### config.mk
export PLATFORM = sky130hd
export DESIGN_NAME = transitive_reduction_edges_top
export DESIGN_NICKNAME = d
export VERILOG_FILES = /design/src/rtl/trd_pkg.sv /design/src/rtl/transitive_reduction_edges_top.sv /design/src/rtl/trd_ctrl.sv /design/src/rtl/trd_datapath.sv
export SDC_FILE = /design/constraint.sdc
export NUM_CORES = 1
export LEC_CHECK = 0
export BUFFER_PORTS_ARGS = -buffer_cell sky130_fd_sc_hd__buf_2
export CORE_MARGIN = 4
export CORE_UTILIZATION = 39
export DETAILED_ROUTE_END_ITERATION = 8
export PLACE_DENSITY_LB_ADDON = 0.05
export SLEW_MARGIN = 40
export SYNTH_ARGS = -nofsm -noshare
export SYNTH_HDL_FRONTEND = slang
export SYNTH_HIERARCHICAL = 1
export SYNTH_SLANG_ARGS = --single-unit
export TNS_END_PERCENT = 50
### constraint.sdc
create_clock -name clock -period 4.39 [get_ports clock]
set_clock_uncertainty 0.05 [all_clocks]
set_input_delay 0.2195 -clock clock [delete_from_list [all_inputs] [get_ports clock]]
set_output_delay 0.2195 -clock clock [all_outputs]
set_load 0.005 [all_outputs]
### src/rtl/trd_pkg.sv
// Shared types and constants for the transitive reduction engine.
package trd_pkg;

   localparam int MAX_NODES_DEF  = 8;
   localparam int EVENT_BITS_DEF = 16;
   localparam int EVENT_BITS_MAX = 32;

   localparam int NODE_W  = 3;
   localparam int ROW_W   = 8;
   localparam int EVENT_W = 16;
   localparam int CSR_W   = 4;

   localparam logic [CSR_W-1:0] ACTIVE_RESET = 4'd8;

   localparam logic [1:0] MODE_EVENT = 2'd0;
   localparam logic [1:0] MODE_ROW   = 2'd1;
   localparam logic [1:0] MODE_RUN   = 2'd2;

   typedef struct packed {
      logic [1:0]         mode;
      logic [NODE_W-1:0]  node_index;
      logic [EVENT_W-1:0] event_code;
      logic [ROW_W-1:0]   row_bits;
   } req_type;

   typedef struct packed {
      logic [NODE_W-1:0]  from_index;
      logic [NODE_W-1:0]  to_index;
      logic [EVENT_W-1:0] from_event;
      logic [EVENT_W-1:0] to_event;
      logic               none_kept;
      logic               last;
   } rsp_type;

   typedef struct packed {
      logic load_event;
      logic load_row;
      logic reduce_start;
      logic reduce_step;
      logic emit_start;
      logic emit_step;
      logic emit_none;
   } cmd_type;

   typedef struct packed {
      logic reduce_done;
      logic any_kept;
      logic emit_done;
   } sts_type;

endpackage

### src/rtl/transitive_reduction_edges_top.sv
// Busy stays low for load items.
// A run item reduces the adjacency rows, one adjacency row per cycle, then emits each
// kept edge, stepping row by row up to the last row with an edge.
// Each result shows on rsp_strobe in the cycle after it is formed; busy falls with the last.
// The receiver cannot stall, so every result leaves in the cycle it is formed for.
// Synchronous reset clears the adjacency rows, event valid flags and control; active_nodes is 8.
module transitive_reduction_edges_top #(
   parameter int MAX_NODES  = trd_pkg::MAX_NODES_DEF,
   parameter int EVENT_BITS = trd_pkg::EVENT_BITS_DEF
) (
   input  logic                      clock,
   input  logic                      reset,
   input  logic                      start,
   output logic                      busy,
   input  trd_pkg::req_type          req_data,
   output logic                      rsp_strobe,
   output trd_pkg::rsp_type          rsp_data,
   input  logic                      csr_valid,
   output logic                      csr_ready,
   input  logic [trd_pkg::CSR_W-1:0] csr_data
);
   import trd_pkg::*;

   cmd_type cmd;
   sts_type sts;

   assign csr_ready = 1'b1;

   trd_ctrl u_ctrl (
      .clock (clock),
      .reset (reset),
      .start (start),
      .mode  (req_data.mode),
      .sts   (sts),
      .cmd   (cmd),
      .busy  (busy)
   );

   trd_datapath #(
      .MAX_NODES  (MAX_NODES),
      .EVENT_BITS (EVENT_BITS)
   ) u_datapath (
      .clock      (clock),
      .reset      (reset),
      .req        (req_data),
      .cmd        (cmd),
      .csr_write  (csr_valid & csr_ready),
      .csr_value  (csr_data),
      .sts        (sts),
      .rsp_strobe (rsp_strobe),
      .rsp_data   (rsp_data)
   );

endmodule

### src/rtl/trd_ctrl.sv
// Controller state machine sequencing loads, the reduction pass and edge emission.
module trd_ctrl (
   input  logic             clock,
   input  logic             reset,
   input  logic             start,
   input  logic [1:0]       mode,
   input  trd_pkg::sts_type sts,
   output trd_pkg::cmd_type cmd,
   output logic             busy
);
   import trd_pkg::*;

   typedef enum logic [1:0] {
      ST_IDLE,
      ST_REDUCE,
      ST_EMIT
   } state_type;

   state_type state_ff;
   logic      busy_ff;
   logic      accept;

   assign accept = start & ~busy_ff;
   assign busy   = busy_ff;

   always_comb begin
      cmd = '0;
      case (state_ff)
         ST_IDLE: begin
            if (accept) begin
               case (mode)
                  MODE_EVENT: cmd.load_event   = 1'b1;
                  MODE_ROW:   cmd.load_row     = 1'b1;
                  MODE_RUN:   cmd.reduce_start = 1'b1;
                  default:    cmd = '0;
               endcase
            end
         end
         ST_REDUCE: begin
            cmd.reduce_step = 1'b1;
            if (sts.reduce_done) begin
               cmd.emit_start = sts.any_kept;
               cmd.emit_none  = ~sts.any_kept;
            end
         end
         ST_EMIT: begin
            cmd.emit_step = 1'b1;
         end
         default: cmd = '0;
      endcase
   end

   always_ff @(posedge clock) begin
      if (reset) begin
         state_ff <= ST_IDLE;
         busy_ff  <= 1'b0;
      end else begin
         case (state_ff)
            ST_IDLE: begin
               if (accept && mode == MODE_RUN) begin
                  state_ff <= ST_REDUCE;
                  busy_ff  <= 1'b1;
               end
            end
            ST_REDUCE: begin
               if (sts.reduce_done) begin
                  if (sts.any_kept) begin
                     state_ff <= ST_EMIT;
                  end else begin
                     state_ff <= ST_IDLE;
                     busy_ff  <= 1'b0;
                  end
               end
            end
            ST_EMIT: begin
               if (sts.emit_done) begin
                  state_ff <= ST_IDLE;
                  busy_ff  <= 1'b0;
               end
            end
            default: begin
               state_ff <= ST_IDLE;
               busy_ff  <= 1'b0;
            end
         endcase
      end
   end

endmodule

### src/rtl/trd_datapath.sv
// Datapath holding the graph stores, the row reduction logic and the result register.
module trd_datapath #(
   parameter int MAX_NODES  = trd_pkg::MAX_NODES_DEF,
   parameter int EVENT_BITS = trd_pkg::EVENT_BITS_DEF
) (
   input  logic                     clock,
   input  logic                     reset,
   input  trd_pkg::req_type         req,
   input  trd_pkg::cmd_type         cmd,
   input  logic                     csr_write,
   input  logic [trd_pkg::CSR_W-1:0] csr_value,
   output trd_pkg::sts_type         sts,
   output logic                     rsp_strobe,
   output trd_pkg::rsp_type         rsp_data
);
   import trd_pkg::*;

   localparam int IDX_W = $clog2(MAX_NODES);
   localparam int CNT_W = $clog2(MAX_NODES + 1);
   localparam logic [IDX_W-1:0] LAST_ROW = IDX_W'(MAX_NODES - 1);

   logic [CSR_W-1:0]      active_ff;
   logic [MAX_NODES-1:0]  adj_ff [MAX_NODES];
   logic [EVENT_BITS-1:0] events_mem [MAX_NODES];
   logic [MAX_NODES-1:0]  ev_valid_ff;
   logic [MAX_NODES-1:0]  reduced_ff [MAX_NODES];
   logic [IDX_W-1:0]      row_ff;
   logic                  any_ff;
   logic [IDX_W-1:0]      em_row_ff;
   logic [MAX_NODES-1:0]  rem_ff;
   logic                  rsp_strobe_ff;
   rsp_type               rsp_ff;

   logic [CNT_W-1:0]          n_eff;
   logic [MAX_NODES-1:0]      node_mask;
   logic [MAX_NODES-1:0]      cur_row;
   logic [MAX_NODES-1:0]      hit;
   logic [MAX_NODES-1:0]      keep;
   logic                      idx_ok;
   logic [IDX_W-1:0]          wr_idx;
   logic [EVENT_BITS_MAX-1:0] ev_wide;
   logic [IDX_W-1:0]          j_sel;
   logic [MAX_NODES-1:0]      rem_in;
   logic                      later_any;
   logic [EVENT_BITS_MAX-1:0] from_wide;
   logic [EVENT_BITS_MAX-1:0] to_wide;

   always_comb begin
      if (active_ff > CSR_W'(MAX_NODES)) begin
         n_eff = CNT_W'(MAX_NODES);
      end else begin
         n_eff = CNT_W'(active_ff);
      end
      for (int b = 0; b < MAX_NODES; b++) begin
         node_mask[b] = (CNT_W'(b) < n_eff);
      end
   end

   assign idx_ok  = (32'(req.node_index) < MAX_NODES);
   assign wr_idx  = req.node_index[IDX_W-1:0];
   assign ev_wide = EVENT_BITS_MAX'(req.event_code);

   always_comb begin
      cur_row = node_mask[row_ff] ? (adj_ff[row_ff] & node_mask) : '0;
      for (int j = 0; j < MAX_NODES; j++) begin
         hit[j] = 1'b0;
         for (int k = 0; k < MAX_NODES; k++) begin
            if (k != j) begin
               hit[j] = hit[j] | (cur_row[k] & adj_ff[k][j]);
            end
         end
      end
      keep = cur_row & ~hit;
   end

   always_comb begin
      j_sel = '0;
      for (int b = MAX_NODES - 1; b >= 0; b--) begin
         if (rem_ff[b]) begin
            j_sel = IDX_W'(b);
         end
      end
      rem_in    = rem_ff & (rem_ff - MAX_NODES'(1));
      later_any = 1'b0;
      for (int r = 0; r < MAX_NODES; r++) begin
         if (IDX_W'(r) > em_row_ff) begin
            later_any = later_any | (|reduced_ff[r]);
         end
      end
   end

   assign sts.reduce_done = (row_ff == LAST_ROW);
   assign sts.any_kept    = any_ff | (|keep);
   assign sts.emit_done   = (rem_in == '0) && !later_any;

   assign from_wide = ev_valid_ff[em_row_ff] ? EVENT_BITS_MAX'(events_mem[em_row_ff]) : '0;
   assign to_wide   = ev_valid_ff[j_sel] ? EVENT_BITS_MAX'(events_mem[j_sel]) : '0;

   always_ff @(posedge clock) begin
      if (cmd.load_event && idx_ok) begin
         events_mem[wr_idx] <= ev_wide[EVENT_BITS-1:0];
      end
      if (cmd.reduce_step) begin
         reduced_ff[row_ff] <= keep;
      end
      if (cmd.emit_none) begin
         rsp_ff.from_index <= '0;
         rsp_ff.to_index   <= '0;
         rsp_ff.from_event <= '0;
         rsp_ff.to_event   <= '0;
         rsp_ff.none_kept  <= 1'b1;
         rsp_ff.last       <= 1'b1;
      end else if (cmd.emit_step && rem_ff != '0) begin
         rsp_ff.from_index <= NODE_W'(em_row_ff);
         rsp_ff.to_index   <= NODE_W'(j_sel);
         rsp_ff.from_event <= from_wide[EVENT_W-1:0];
         rsp_ff.to_event   <= to_wide[EVENT_W-1:0];
         rsp_ff.none_kept  <= 1'b0;
         rsp_ff.last       <= (rem_in == '0) && !later_any;
      end
   end

   always_ff @(posedge clock) begin
      if (reset) begin
         active_ff     <= ACTIVE_RESET;
         ev_valid_ff   <= '0;
         row_ff        <= '0;
         any_ff        <= 1'b0;
         em_row_ff     <= '0;
         rem_ff        <= '0;
         rsp_strobe_ff <= 1'b0;
         for (int r = 0; r < MAX_NODES; r++) begin
            adj_ff[r] <= '0;
         end
      end else begin
         rsp_strobe_ff <= cmd.emit_none || (cmd.emit_step && rem_ff != '0);
         if (csr_write) begin
            active_ff <= csr_value;
         end
         if (cmd.load_event && idx_ok) begin
            ev_valid_ff[wr_idx] <= 1'b1;
         end
         if (cmd.load_row && idx_ok) begin
            adj_ff[wr_idx] <= req.row_bits[MAX_NODES-1:0];
         end
         if (cmd.reduce_start) begin
            row_ff <= '0;
            any_ff <= 1'b0;
         end else if (cmd.reduce_step) begin
            row_ff <= row_ff + IDX_W'(1);
            any_ff <= any_ff | (|keep);
         end
         if (cmd.emit_start) begin
            em_row_ff <= '0;
            rem_ff    <= reduced_ff[0];
         end else if (cmd.emit_step) begin
            if (rem_ff != '0) begin
               rem_ff <= rem_in;
            end else if (later_any) begin
               em_row_ff <= em_row_ff + IDX_W'(1);
               rem_ff    <= reduced_ff[em_row_ff + IDX_W'(1)];
            end
         end
      end
   end

   assign rsp_strobe = rsp_strobe_ff;
   assign rsp_data   = rsp_ff;

endmodule

==> results.md <==
- Root Buffer: clkbuf_16
- Gr ovfl total: 0
- Share of cells above drive strength 1: 0.262
- Maximum vdd ir drop: 0.000287 V
- Crit path top cell by count: mux2i_1
- Power Total: 6.95 mW
- Dpl ws: 0.385 ns
- Net Count, Synth: 1054
- RSZ-0062 raised after global routing: no
- Vias in the first global route: 9461
- Core Box Area: 37900 um^2
- Number of flops mapped to enable cells by yosys: 256
- Maxcap violations: 0
- Setup crit start kind: flip-flop
- IO buf count: 78
- FMAX: 0.248 GHz
- Crit path capture type: flip-flop
- Initial DRT Pass Iterations: 5
- R2R Path End: u_datapath/rem_ff[3]$_SDFFE_PP0P_
- Post-place instance area: 16200 um^2
- Clock Latency Late Sink: 0.55 ns
- Synthesized flop and latch total: 333
- Sequential share of the synthesized area: 0.612
- Vias per cell: 5.44
- Avg Inst Size Synth: 14.9 um^2
- Total Routing Usage GR: 0.186
- Setup slack, reg-to-reg: 0.36 ns
- Final Hold Fails: 0
- Final HPWL DP: 25800 um
- Worst R2R Path Depth: 13
- Final min period: 4.03 ns
- Worst-Margin Slew: 0.794 ns
- Drt total wl: 38300 um
- CTS Buf Count: 38
- CP required: 4.75 ns
- Crit path cell chain: buf_4 -> mux2i_1 -> a22oi_1 -> and2_1 -> a222oi_1 -> o221ai_1 -> and4b_4 -> nand2_1 -> and3_1 -> nor2_2 -> o21ai_2 -> mux2i_1 -> nor2_1
- CP max stage cell: dfxtp_1
- CTS tree: yes
- Rel. slew slack: 0.468
- CP Buf/Inv Count: 1
- Crit-path max cell delay: 0.66 ns
- Worst Path Max Fanout: 19
- ANT cells: 0
- Cell Pwr Density: 392 nW/um^2
- Arr. time, crit path: 4.39 ns
- CTS max path bufs: 3
- Final core utilization: 0.468
- CTS H-tree depth: 2
- Slew Limit Fails: 0
- Via Count: 9130
- Crit Path Category: flip-flop to flip-flop
- Final WS setup: 0.363 ns
- Largest net degree at the start of global routing: 44
- Synth unique cells: 80
- # DRC: 0
- Hold Path Class: input pin to flip-flop
- DIE AREA: 41900 um^2
- Area growth syn-to-layout: 17.6%
- Fin cells: 1679
- Ys async rst share: 0
- Hold_ws: 0.0360 ns
- Post-CTS setup buffers: 0
- WP depth: 13
- Post-route ant nets: 0
- First-pass GRT wire length: 58800 um
- Crit share post-route: 0.917
- Ys Warns: 6
- Wire per inst: 22.8 um
- CTS clk-pin slew, worst paths: 0.06 ns
- Mapped Area: 15100 um^2
- Top FF cell, synth: edfxtp_1
- Die H: 205 um
- Die W: 205 um
- Final setup TNS: 0 ns
- Gpl congestion: 0.873
- Syn Inst Count: 1011
- Layout Cell Area excl Fill: 17700 um^2
- Final nets: 1181
- # setup viols final: 0
- Dpl cells: 1582
- Initial antenna violation count: 1
- CP endpoint: u_datapath/rem_ff[3]$_SDFFE_PP0P_
- IO Pins: 80
- P_leak: 6.05 nW
- DRT iter0 DRCs: 505
- Crit path max-delay family: simple AND/OR/NAND/NOR gates
- Starting density of the core: 0.398
- Status: finished, final reports clean
- Row cnt: 71
- Clock Sinks: 333
-- metal layers --
layer	global-route usage	up-vias	wire, um
li1	-	4257	-
met1	0.269	4611	18200
met5	0	-	7
met4	0.0522	2	770
met3	0.0291	59	1640
met2	0.293	201	17700
-- state kept, by name, indices dropped and copies added (netlist names), named ones only --
register,count
u_ctrl/state_ff,2
u_datapath/any_ff,1
u_ctrl/busy,1
u_datapath/adj_ff,64
u_datapath/ev_valid_ff,8
u_datapath/events_mem,128
u_datapath/rsp_strobe,1
u_datapath/em_row_ff,3
u_datapath/rsp_data,40
u_datapath/reduced_ff,64
u_datapath/rem_ff,8
u_datapath/row_ff,3
u_datapath/active_ff,4
-- synthesized netlist by cell type (15+ instances only) --
cell type | number | area, um^2
dfxtp_1 | 77 | 1540
a21oi_1 | 15 | 75.1
nor2_1 | 73 | 274
and2_1 | 67 | 419
buf_2 | 16 | 80.1
nand2_1 | 50 | 188
edfxtp_1 | 256 | 7690
mux2i_1 | 56 | 561
o21ai_1 | 16 | 80.1
a22o_1 | 34 | 298
o21ai_0 | 15 | 75.1
mux4_2 | 86 | 1940
nor3_1 | 25 | 125
clkbuf_1 | 27 | 101
-- power breakdown --
group | internal [mW] | leakage [nW] | switching (mW) | total (mW)
Clock | 1.90 | 0.599 | 1.27 | 3.17
Combinational | 0.125 | 2.42 | 0.169 | 0.293
Sequential | 3.45 | 3.03 | 0.0437 | 3.49
-- what timing repair did --
item,4_1_cts,5_1_grt
endpoints found under the setup margin,0,1
hold endpoints to repair,151,0
hold buffers,27,0
gates resized for setup,0,1
-- cells by family (layout without fill, tap and decap cells) --
group | after synthesis | count (layout) | synth area share
muxes | 159 | 159 | 0.178
adders and majority gates | 10 | 10 | 0.00763
DFF | 333 | 333 | 0.612
buffers and inverters | 69 | 226 | 0.0212
and+or+nand+nor | 286 | 286 | 0.100
other | 1 | 1 | 0.000248
AOI/OAI and AO/OA | 151 | 151 | 0.0793
xor gates and xnor gates | 2 | 2 | 0.00116
-- worst min-delay path by stage --
stage | startpoint | to | depth (start not counted) | slack [ns]
detailed placement | csr_data[3] | u_datapath/active_ff[3]$_SDFFE_PP1P_ | 2 | 0.38
finish | req_data[4] | u_datapath/adj_ff[2][4]$_SDFFCE_PN0P_ | 2 | 0.04
global placement | csr_data[3] | u_datapath/active_ff[3]$_SDFFE_PP1P_ | 2 | 0.38
global route | req_data[2] | u_datapath/adj_ff[0][2]$_SDFFCE_PN0P_ | 2 | 0.04
CTS | req_data[7] | u_datapath/adj_ff[0][7]$_SDFFCE_PN0P_ | 2 | 0.005
floorplan | reset | u_ctrl/busy$_SDFFE_PP0P_ | 1 | 0.23
-- placed cells by master (no fill, tap or decap), drive strengths merged, types with 7 or more instances in the layout --
cell         instances
edfxtp             256
buf                118
mux4                86
dfxtp               77
nor2                75
and2                67
mux2i               56
clkbuf              51
nand2               50
a22o                34
o21ai               32
dlygate4sd3         27
nor3                25
mux2                17
a21oi               16
nor4                15
inv                 14
nand2b              13
or2                 10
clkinv              10
a222oi               9
nor2b                9
o22ai                7
-- final cells by class --
cell class	instances	area, um^2
Clock buffer	51	1030
Clock inverter	19	218
Fill cell	3387	20200
Inverter	11	41.3
Multi-Input combinational cell	609	5610
Sequential cell	333	9230
Tap cell	511	639
Timing Repair Buffer	145	976
No activity file was read; power rests on OpenSTA's default activity.
